`config.mk`:
```
export PLATFORM = sky130hd
export DESIGN_NAME = note_tone_synthesizer
export DESIGN_NICKNAME = d
export VERILOG_FILES = /design/src/hdl/nts_pkg.sv /design/src/hdl/nts_front.sv /design/src/hdl/nts_queue.sv /design/src/hdl/nts_back.sv /design/src/hdl/note_tone_synthesizer.sv
export SDC_FILE = /design/constraint.sdc
export NUM_CORES = 2
export LEC_CHECK = 0
export BUFFER_PORTS_ARGS = -buffer_cell sky130_fd_sc_hd__buf_2
export CAP_MARGIN = 40
export CELL_PAD_IN_SITES_DETAIL_PLACEMENT = 1
export CELL_PAD_IN_SITES_GLOBAL_PLACEMENT = 1
export CORE_MARGIN = 3
export CORE_UTILIZATION = 25
export DETAILED_ROUTE_END_ITERATION = 10
export HOLD_SLACK_MARGIN = 0.05
export PLACE_DENSITY = 0.49
export SYNTH_ARGS = -nofsm -noshare
export SYNTH_HDL_FRONTEND = slang
export SYNTH_SLANG_ARGS = --single-unit
```
`constraint.sdc`:
```
create_clock -name clk -period 10.75 [get_ports clk]
set_input_delay 1.075 -clock clk [delete_from_list [all_inputs] [get_ports clk]]
set_output_delay 1.075 -clock clk [all_outputs]
set_load 0.02 [all_outputs]
```
`src/hdl/nts_pkg.sv`:
```
// Shared types, constants and lookup tables of the note tone synthesizer.
package nts_pkg;

  localparam int PHASE_BITS = 32;
  localparam int FADE_NOTES = 25;
  localparam int STEP_W     = 28;
  localparam int SEM_W      = 14;
  localparam int AMP_W      = 16;
  localparam int MAG_W      = 16;
  localparam int INCP_W     = SEM_W + STEP_W;
  localparam int INCW_W     = INCP_W + 8;

  localparam logic [AMP_W-1:0]  FULL_AMP   = 16'd32640;
  localparam logic [AMP_W-1:0]  FADE_STEP  =
    AMP_W'((32640 + FADE_NOTES / 2) / FADE_NOTES);
  localparam logic [STEP_W-1:0] STEP_RESET = 28'd24932236;
  localparam logic [30:0]       MID_LEVEL  = 31'd1069547520;

  localparam int QDEPTH = 2;
  localparam int QPTR_W = (QDEPTH > 1) ? $clog2(QDEPTH) : 1;
  localparam int QCNT_W = $clog2(QDEPTH + 1);

  localparam logic [2:0] LETTER_A = 3'd0;
  localparam logic [2:0] LETTER_B = 3'd1;

  localparam logic REG_STEP_PER_HZ = 1'b0;

  typedef struct packed {
    logic             note_start;
    logic             rest;
    logic             fade;
    logic [SEM_W-1:0] sem_q8;
    logic [3:0]       oct_shift;
  } nts_entry_t;

  typedef struct packed {
    logic s1_valid;
    logic s2_valid;
  } nts_bk_stat_t;

  function automatic logic [SEM_W-1:0] semitone_q8(input logic [3:0] idx);
    logic [SEM_W-1:0] v;
    case (idx)
      4'd0:    v = 14'd7040;
      4'd1:    v = 14'd7459;
      4'd2:    v = 14'd7902;
      4'd3:    v = 14'd8372;
      4'd4:    v = 14'd8870;
      4'd5:    v = 14'd9397;
      4'd6:    v = 14'd9956;
      4'd7:    v = 14'd10548;
      4'd8:    v = 14'd11175;
      4'd9:    v = 14'd11840;
      4'd10:   v = 14'd12544;
      4'd11:   v = 14'd13290;
      default: v = 14'd7040;
    endcase
    return v;
  endfunction

  function automatic logic [3:0] letter_add(input logic [2:0] letter);
    logic [3:0] v;
    case (letter)
      3'd1:    v = 4'd2;
      3'd2:    v = 4'd3;
      3'd3:    v = 4'd5;
      3'd4:    v = 4'd7;
      3'd5:    v = 4'd8;
      3'd6:    v = 4'd10;
      default: v = 4'd0;
    endcase
    return v;
  endfunction

  function automatic logic [MAG_W-1:0] quarter_sine(input logic [4:0] idx);
    logic [MAG_W-1:0] v;
    case (idx)
      5'd0:    v = 16'd0;
      5'd1:    v = 16'd3212;
      5'd2:    v = 16'd6393;
      5'd3:    v = 16'd9512;
      5'd4:    v = 16'd12540;
      5'd5:    v = 16'd15447;
      5'd6:    v = 16'd18205;
      5'd7:    v = 16'd20788;
      5'd8:    v = 16'd23170;
      5'd9:    v = 16'd25330;
      5'd10:   v = 16'd27246;
      5'd11:   v = 16'd28899;
      5'd12:   v = 16'd30274;
      5'd13:   v = 16'd31357;
      5'd14:   v = 16'd32138;
      5'd15:   v = 16'd32610;
      default: v = 16'd32768;
    endcase
    return v;
  endfunction

endpackage

```
`src/hdl/nts_front.sv`:
```
// Front end: decodes a note beat into its semitone table entry and octave shift.
module nts_front
  import nts_pkg::*;
(
  input  logic       note_start,
  input  logic [2:0] letter,
  input  logic       sharp,
  input  logic [3:0] octave,
  input  logic       rest,
  input  logic       fade,
  output nts_entry_t entry
);

  logic        oct_ok;
  logic [6:0]  oct_term;
  logic [6:0]  a_term;
  logic [6:0]  semis;
  logic [14:0] div_prod;
  logic [3:0]  oct_q;
  logic [3:0]  semi_rem;

  always_comb begin
    oct_ok = (octave >= 4'd1) && (octave <= 4'd8);
    if (!oct_ok) begin
      oct_term = 7'd0;
    end else if (letter == LETTER_B) begin
      oct_term = 7'({3'b000, octave}) * 7'd12;
    end else begin
      oct_term = 7'({3'b000, 4'(octave - 4'd1)}) * 7'd12;
    end
    a_term = ((letter == LETTER_A) && (octave != 4'd0)) ? 7'd12 : 7'd0;
    semis  = 7'(sharp) + oct_term + 7'(letter_add(letter)) + a_term;
    // divide by 12: n * 171 / 2048 is exact for n below 128
    div_prod = 15'(semis) * 15'd171;
    oct_q    = div_prod[14:11];
    semi_rem = 4'(semis - 7'({3'b000, oct_q}) * 7'd12);

    entry.note_start = note_start;
    entry.rest       = rest;
    entry.fade       = fade;
    entry.sem_q8     = semitone_q8(semi_rem);
    entry.oct_shift  = oct_q;
  end

endmodule

```
`src/hdl/nts_queue.sv`:
```
// Short queue between the front end and the synthesis back end.
module nts_queue
  import nts_pkg::*;
(
  input  logic              clk,
  input  logic              rst_n,
  input  logic              wr_en,
  input  nts_entry_t        wr_data,
  output logic              full,
  input  logic              rd_en,
  output nts_entry_t        rd_data,
  output logic              not_empty,
  output logic [QCNT_W-1:0] count
);

  nts_entry_t        mem_r [QDEPTH];
  logic [QPTR_W-1:0] wr_ptr_r, wr_ptr_nxt;
  logic [QPTR_W-1:0] rd_ptr_r, rd_ptr_nxt;
  logic [QCNT_W-1:0] cnt_r, cnt_nxt;

  assign full      = (cnt_r == QCNT_W'(QDEPTH));
  assign not_empty = (cnt_r != '0);
  assign rd_data   = mem_r[rd_ptr_r];
  assign count     = cnt_r;

  function automatic logic [QPTR_W-1:0] ptr_inc(input logic [QPTR_W-1:0] p);
    return (p == QPTR_W'(QDEPTH - 1)) ? '0 : QPTR_W'(p + 1'b1);
  endfunction

  always_comb begin
    wr_ptr_nxt = wr_en ? ptr_inc(wr_ptr_r) : wr_ptr_r;
    rd_ptr_nxt = rd_en ? ptr_inc(rd_ptr_r) : rd_ptr_r;
    cnt_nxt    = cnt_r;
    if (wr_en && !rd_en) begin
      cnt_nxt = QCNT_W'(cnt_r + 1'b1);
    end else if (!wr_en && rd_en) begin
      cnt_nxt = QCNT_W'(cnt_r - 1'b1);
    end
  end

  always_ff @(posedge clk) begin
    if (!rst_n) begin
      wr_ptr_r <= '0;
      rd_ptr_r <= '0;
      cnt_r    <= '0;
    end else begin
      wr_ptr_r <= wr_ptr_nxt;
      rd_ptr_r <= rd_ptr_nxt;
      cnt_r    <= cnt_nxt;
    end
  end

  always_ff @(posedge clk) begin
    if (wr_en) begin
      mem_r[wr_ptr_r] <= wr_data;
    end
  end

endmodule

```
`src/hdl/nts_back.sv`:
```
// Back end: increment and amplitude update, phase accumulator, sine interpolation, output.
module nts_back
  import nts_pkg::*;
(
  input  logic              clk,
  input  logic              rst_n,
  input  logic [STEP_W-1:0] step_per_hz,
  input  logic              q_valid,
  input  nts_entry_t        q_entry,
  output logic              q_pop,
  output logic              out_valid,
  input  logic              out_ready,
  output logic [7:0]        out_sample,
  output nts_bk_stat_t      stat
);

  logic [PHASE_BITS-1:0] phase_r, phase_nxt;
  logic [PHASE_BITS-1:0] incr_r, incr_nxt;
  logic [AMP_W-1:0]      amp_r, amp_nxt;
  logic                  s1_valid_r, s1_valid_nxt;
  logic                  s2_valid_r, s2_valid_nxt;
  logic                  out_valid_r, out_valid_nxt;

  logic                  s1_load_r, s1_zero_r, s1_neg_r;
  logic [3:0]            s1_oct_r;
  logic [INCP_W-1:0]     s1_incp_r;
  logic [MAG_W-1:0]      s1_base_r;
  logic [27:0]           s1_interp_r;
  logic [31:0]           s2_prod_r;
  logic                  s2_neg_r;
  logic [7:0]            sample_r;

  logic                  out_take, s2_take, s2_adv, s1_move;
  logic [PHASE_BITS+31:0] phase_ext;
  logic [31:0]           p32;
  logic [30:0]           fold;
  logic [4:0]            seg;
  logic [MAG_W-1:0]      base, diff;
  logic [INCW_W-1:0]     inc_wide;
  logic [MAG_W-1:0]      mag;
  logic [32:0]           sum_pos;
  logic [30:0]           sum_neg;
  logic [7:0]            level;

  assign q_pop      = q_valid && !s1_valid_r;
  assign out_take   = !out_valid_r || out_ready;
  assign s2_adv     = s2_valid_r && out_take;
  assign s2_take    = !s2_valid_r || out_take;
  assign s1_move    = s1_valid_r && s2_take;
  assign out_valid  = out_valid_r;
  assign out_sample = sample_r;
  assign stat.s1_valid = s1_valid_r;
  assign stat.s2_valid = s2_valid_r;

  // phase folded into the first quadrant, segment index and table values
  always_comb begin
    phase_ext = {phase_r, 32'b0};
    p32       = phase_ext[PHASE_BITS+31 -: 32];
    fold      = {1'b0, p32[29:0]};
    if (p32[30]) begin
      fold = 31'h4000_0000 - fold;
    end
    seg  = fold[30:26];
    base = quarter_sine(seg);
    diff = (seg[4]) ? '0 : MAG_W'(quarter_sine(5'(seg + 5'd1)) - base);
  end

  always_comb begin
    inc_wide = INCW_W'(s1_incp_r) << s1_oct_r;
    mag      = MAG_W'(s1_base_r + MAG_W'(s1_interp_r[27:16]));
    incr_nxt = incr_r;
    if (s1_move) begin
      if (s1_load_r) begin
        incr_nxt = inc_wide[47 -: PHASE_BITS];
      end else if (s1_zero_r) begin
        incr_nxt = '0;
      end
    end
    phase_nxt = s1_move ? PHASE_BITS'(phase_r + incr_nxt) : phase_r;

    amp_nxt = amp_r;
    if (q_pop && q_entry.note_start && q_entry.fade) begin
      amp_nxt = (amp_r > FADE_STEP) ? AMP_W'(amp_r - FADE_STEP) : '0;
    end

    s1_valid_nxt = q_pop ? 1'b1 : (s1_move ? 1'b0 : s1_valid_r);
    s2_valid_nxt = s1_move ? 1'b1 : (s2_adv ? 1'b0 : s2_valid_r);
    out_valid_nxt = s2_adv ? 1'b1 : (out_ready ? 1'b0 : out_valid_r);
  end

  // output level: midpoint plus or minus the scaled sine, clamped
  always_comb begin
    sum_pos = 33'(MID_LEVEL) + 33'(s2_prod_r);
    sum_neg = MID_LEVEL - s2_prod_r[30:0];
    if (s2_neg_r) begin
      level = ({1'b0, s2_prod_r} >= 33'(MID_LEVEL)) ? 8'd0 : sum_neg[30:23];
    end else begin
      level = (sum_pos[32:23] > 10'd255) ? 8'd255 : sum_pos[30:23];
    end
  end

  always_ff @(posedge clk) begin
    if (!rst_n) begin
      phase_r     <= '0;
      incr_r      <= '0;
      amp_r       <= FULL_AMP;
      s1_valid_r  <= 1'b0;
      s2_valid_r  <= 1'b0;
      out_valid_r <= 1'b0;
    end else begin
      phase_r     <= phase_nxt;
      incr_r      <= incr_nxt;
      amp_r       <= amp_nxt;
      s1_valid_r  <= s1_valid_nxt;
      s2_valid_r  <= s2_valid_nxt;
      out_valid_r <= out_valid_nxt;
    end
  end

  always_ff @(posedge clk) begin
    if (q_pop) begin
      s1_load_r   <= q_entry.note_start && !q_entry.rest;
      s1_zero_r   <= q_entry.note_start && q_entry.rest;
      s1_oct_r    <= q_entry.oct_shift;
      s1_incp_r   <= INCP_W'(q_entry.sem_q8) * INCP_W'(step_per_hz);
      s1_base_r   <= base;
      s1_interp_r <= 28'(diff) * 28'(fold[25:10]);
      s1_neg_r    <= p32[31];
    end
    if (s1_move) begin
      s2_prod_r <= 32'(amp_r) * 32'(mag);
      s2_neg_r  <= s1_neg_r;
    end
    if (s2_adv) begin
      sample_r <= level;
    end
  end

endmodule

```
`src/hdl/note_tone_synthesizer.sv`:
```
// Note tone synthesizer top level: stream ports, APB register, front/back split.
// Sine tone generator driven by note beats. Each input beat is one sample tick and
// yields exactly one output sample. The front end decodes a beat in the cycle it
// arrives and parks it in a two-entry queue, so in_tready stays high while the queue
// has room. The back end takes a queued beat only once the previous one has left its
// increment stage: the new phase increment (semitone table value times step_per_hz,
// one multiply) must land in the phase accumulator before the next beat reads the
// phase. A beat passes through the queue, the increment stage, the product stage and
// the output register. step_per_hz sits at byte address 0 and should only be written
// while no beats are in flight.
module note_tone_synthesizer
  import nts_pkg::*;
(
  input  logic        clk,
  input  logic        rst_n,
  input  logic        in_tvalid,
  output logic        in_tready,
  input  logic [7:0]  in_tdata,    // letter[2:0], sharp[3], octave[7:4]
  input  logic [2:0]  in_tuser,    // note_start[0], rest[1], fade[2]
  output logic        out_tvalid,
  input  logic        out_tready,
  output logic [7:0]  out_tdata,   // sample[7:0]
  input  logic        cfg_psel,
  input  logic        cfg_penable,
  input  logic        cfg_pwrite,
  input  logic [2:0]  cfg_paddr,
  input  logic [31:0] cfg_pwdata,
  output logic [31:0] cfg_prdata,
  output logic        cfg_pready
);

  logic [STEP_W-1:0] step_per_hz_r, step_per_hz_nxt;
  logic              cfg_wr;
  nts_entry_t        fe_entry;
  nts_entry_t        q_entry;
  logic              q_full, q_valid, q_pop, q_push;
  logic [QCNT_W-1:0] q_count;
  nts_bk_stat_t      bk_stat;

  assign cfg_pready = 1'b1;
  assign cfg_wr     = cfg_psel && cfg_penable && cfg_pwrite && cfg_pready;
  assign cfg_prdata = (cfg_paddr[2] == REG_STEP_PER_HZ) ? 32'(step_per_hz_r) : 32'd0;

  always_comb begin
    step_per_hz_nxt = step_per_hz_r;
    if (cfg_wr && (cfg_paddr[2] == REG_STEP_PER_HZ)) begin
      step_per_hz_nxt = cfg_pwdata[STEP_W-1:0];
    end
  end

  always_ff @(posedge clk) begin
    if (!rst_n) begin
      step_per_hz_r <= STEP_RESET;
    end else begin
      step_per_hz_r <= step_per_hz_nxt;
    end
  end

  assign in_tready = !q_full;
  assign q_push    = in_tvalid && in_tready;

  nts_front u_front (
    .note_start (in_tuser[0]),
    .letter     (in_tdata[2:0]),
    .sharp      (in_tdata[3]),
    .octave     (in_tdata[7:4]),
    .rest       (in_tuser[1]),
    .fade       (in_tuser[2]),
    .entry      (fe_entry)
  );

  nts_queue u_queue (
    .clk       (clk),
    .rst_n     (rst_n),
    .wr_en     (q_push),
    .wr_data   (fe_entry),
    .full      (q_full),
    .rd_en     (q_pop),
    .rd_data   (q_entry),
    .not_empty (q_valid),
    .count     (q_count)
  );

  nts_back u_back (
    .clk         (clk),
    .rst_n       (rst_n),
    .step_per_hz (step_per_hz_r),
    .q_valid     (q_valid),
    .q_entry     (q_entry),
    .q_pop       (q_pop),
    .out_valid   (out_tvalid),
    .out_ready   (out_tready),
    .out_sample  (out_tdata),
    .stat        (bk_stat)
  );

  // a beat must see the phase left by the previous one
  a_pop_spacing: assert property (@(posedge clk) disable iff (!rst_n)
    q_pop |=> !q_pop)
    else $error("back end popped two beats in a row");

  a_pop_idle: assert property (@(posedge clk) disable iff (!rst_n)
    q_pop |-> !bk_stat.s1_valid)
    else $error("pop while increment stage busy");

  a_queue_bound: assert property (@(posedge clk) disable iff (!rst_n)
    q_count <= QCNT_W'(QDEPTH))
    else $error("queue count overflow");

  a_no_pop_empty: assert property (@(posedge clk) disable iff (!rst_n)
    q_pop |-> (q_count != '0))
    else $error("pop from empty queue");

endmodule
```
==> results.ini <==
[outcome]
status=finished, final reports clean

[setup_path]
critPathRequiredTime_ns=11.11
crit_arrival_ns=10.72
critPathMaxFanout=7
crit_path_start_kind=flip-flop
worstSetupEndpointType=flip-flop
cpPeakStageDelay_ns=0.59
r2r_start=u_back.p32[10]$_SDFFE_PN0P_
worstSetupPathType=flip-flop to flip-flop
crit_slowest_cell=fa_1
ff2ff_path_depth=44
crit_path_frequent_cell=buf_4
r2r_end=u_back.s1_interp_r[22]$_DFFE_PP_
reg2reg_slack_ns=0.39

[yosys]
synth_top_flop_cell=edfxtp_1
netlist_top_cells_area=fa_1, ha_1, edfxtp_1
synth.most_common_cell=inv_1
synthCells=5245
yosys.area.top_type_share=0.302
yosys-top-cells-count=inv_1, nand2_1, fa_1
yosysWarningCount=0
synth_seq_cells=274
synthArstFlopShare=0
netlist_area_mm2=0.0467
synth_area_per_cell_um2=8.90
ys_types=90
ys_seq_area_frac=0.152
synth_top_area_cell=fa_1
synth-edff-count=159

[clock_network]
cts_buffers=41
worstSkewPairLatency_ns=0.62
cts_buffer_depth=3
cts_max_level=2
path_clk_slew_ns=0.05
cts_hold_buf=0
clock_sink_count=274
cts_root_buf=clkbuf_16
cts_tree=built

[timing]
fin_skew_ns=0.0257
finalCritPeriodShare=0.964
maxSlewViolCount=0
tightest_slew_ns=0.964
slew_headroom=0.357
period_needed_ns=10.36
max_freq_mhz=96.5
hold_viol_final=0
finalSetupViolCount=0

[floorplanning]
die_y_um=438
initial_core_util=0.253
fp.dieArea_mm2=0.192
num_rows=157
pin_count=96
die_w_um=438
coreArea_mm2=0.184

[global_route]
grt_pass1_vias=39972
antenna_found_initial=1
grt_max_degree=62
grt_usage=0.150
grt.overflow.total=0
grt_first_pass_wirelength_um=230000

[drt]
drc=0
drt_iter0_markers=1385
via_per_inst=4.58
drt-total-wl_um=143000
first_pass_iters=5
via_count=36253
routedWlPerCell_um=18.1
ant_nets=0

[placement]
port_buffers=84
dp_cells=7823
gp_congestion=0.808
hpwl_um=114000

[cells_and_area]
drive_gt1_frac=0.115
instances_no_fill=7912
layout.nets=6593
area_delta_synth_final_pct=14.6
num_antenna_cells=0

[hold_path]
min_path_cells=0
worstHoldEndpoint=u_back.s1_neg_r$_DFFE_PP_
min_from=u_back.p32[31]$_SDFFE_PN0P_
min_path_type=flip-flop to flip-flop

[job]
maxCapViolCount=0

-- flip-flops by register name (all words and copies together), names as in the netlist, named ones only --
register	cells
u_back.p32	32
u_queue.count	2
u_back.s1_incp_r	41
u_back.s1_base_r	16
u_back.s1_oct_r	4
u_back.incr_r	32
u_back.s1_interp_r	12
u_back.out_sample	8
u_queue.mem_r	42
u_back.s1_neg_r	1
u_back.s1_zero_r	1
u_back.s1_valid_r	1
u_queue.rd_ptr_r	1
u_back.s2_valid_r	1
u_queue.wr_ptr_r	1
u_back.amp_r	15
step_per_hz_r	28
u_back.s1_load_r	1
u_back.s2_neg_r	1
u_back.out_valid	1
u_back.s2_prod_r	32
-- cell type report --
class / instances / area (um^2)
tap: 2464 / 3080
clock inverter: 20 / 236
multi-input combinational: 3912 / 36100
timing repair buffer: 373 / 2730
fill: 21727 / 131000
sequential: 274 / 7080
clock buffer: 54 / 1150
inverter: 815 / 3060
-- cell usage in the layout, fill, tap and decap left out, types with 125 or more instances in the layout --
master	count
fa_1	702
a21oi_1	177
nor2_1	268
ha_1	410
buf_4	270
o21ai_0	125
inv_1	808
nand2_1	759
nor2b_1	205
edfxtp_1	159
and2_1	155
-- kinds of logic after synthesis --
family | Yosys count | share of synthesized area
AND/OR/NAND/NOR | 1750 | 0.177
adder cells (fa/ha/maj) | 1123 | 0.414
buffers and inverters | 1075 | 0.0873
AO/OA/AOI/OAI | 717 | 0.101
flip-flops | 274 | 0.152
XOR/XNOR | 189 | 0.0365
multiplexers | 115 | 0.0312
other | 2 | 0.000161
-- repair_timing --
action | in CTS | in global routing
resized for setup | 17 | 76
pin swaps | 6 | 54
setup endpoints to repair | 7 | 11
gates cloned | 0 | 2
buffers inserted | 2 | 11
-- metal layers --
metal  vias to the layer above  wire [um]  global-route usage
met5                         -         13                   0
met4                         2       3020              0.0311
met3                       114       2740              0.0133
met2                       302      68200               0.256
met1                     18607      69100               0.206
li1                      17228          -                   -
-- per-stage QoR --
stage               area, um^2  TNS [ns]   util  hold WS [ns]  worst slack, ns
global route             53500    -0.111  0.290         0.485          -0.0578
finish                   53500         0  0.290         0.463            0.391
floorplan                46800         0      -         0.400           0.0558
detailed placement       51500     -1.02  0.280         0.456           -0.292
CTS                      53000         0  0.288         0.470           0.0385
global placement         51300    -0.777  0.279         0.445           -0.263
-- worst max path at each step --
stage                           startpoint                          endpoint  depth (start not counted)
3_3_place_gp   u_back.p32[10]$_SDFFE_PN0P_  u_back.s1_interp_r[27]$_DFFE_PP_                         43
3_5_place_dp   u_back.p32[10]$_SDFFE_PN0P_  u_back.s1_interp_r[27]$_DFFE_PP_                         42
5_1_grt        u_back.p32[10]$_SDFFE_PN0P_  u_back.s1_interp_r[22]$_DFFE_PP_                         46
2_1_floorplan  u_back.p32[10]$_SDFFE_PN0P_  u_back.s1_interp_r[27]$_DFFE_PP_                         45
4_1_cts        u_back.p32[10]$_SDFFE_PN0P_  u_back.s1_interp_r[22]$_DFFE_PP_                         48
6_report       u_back.p32[10]$_SDFFE_PN0P_  u_back.s1_interp_r[22]$_DFFE_PP_                         44
-- worst max-delay path: cells and delay by family, from the launching register on --
kind	cells	cell delay, ns
adder cells (fa/ha/maj)	10	4.02
AND/OR/NAND/NOR	10	2.41
AO/OA/AOI/OAI	11	1.66
buffers and inverters	10	1.22
XOR/XNOR	3	0.50
flip-flops	1	0.31
Power is not shown: default switching activity piles up to over one toggle a cycle in this logic, so the estimate is an artifact.
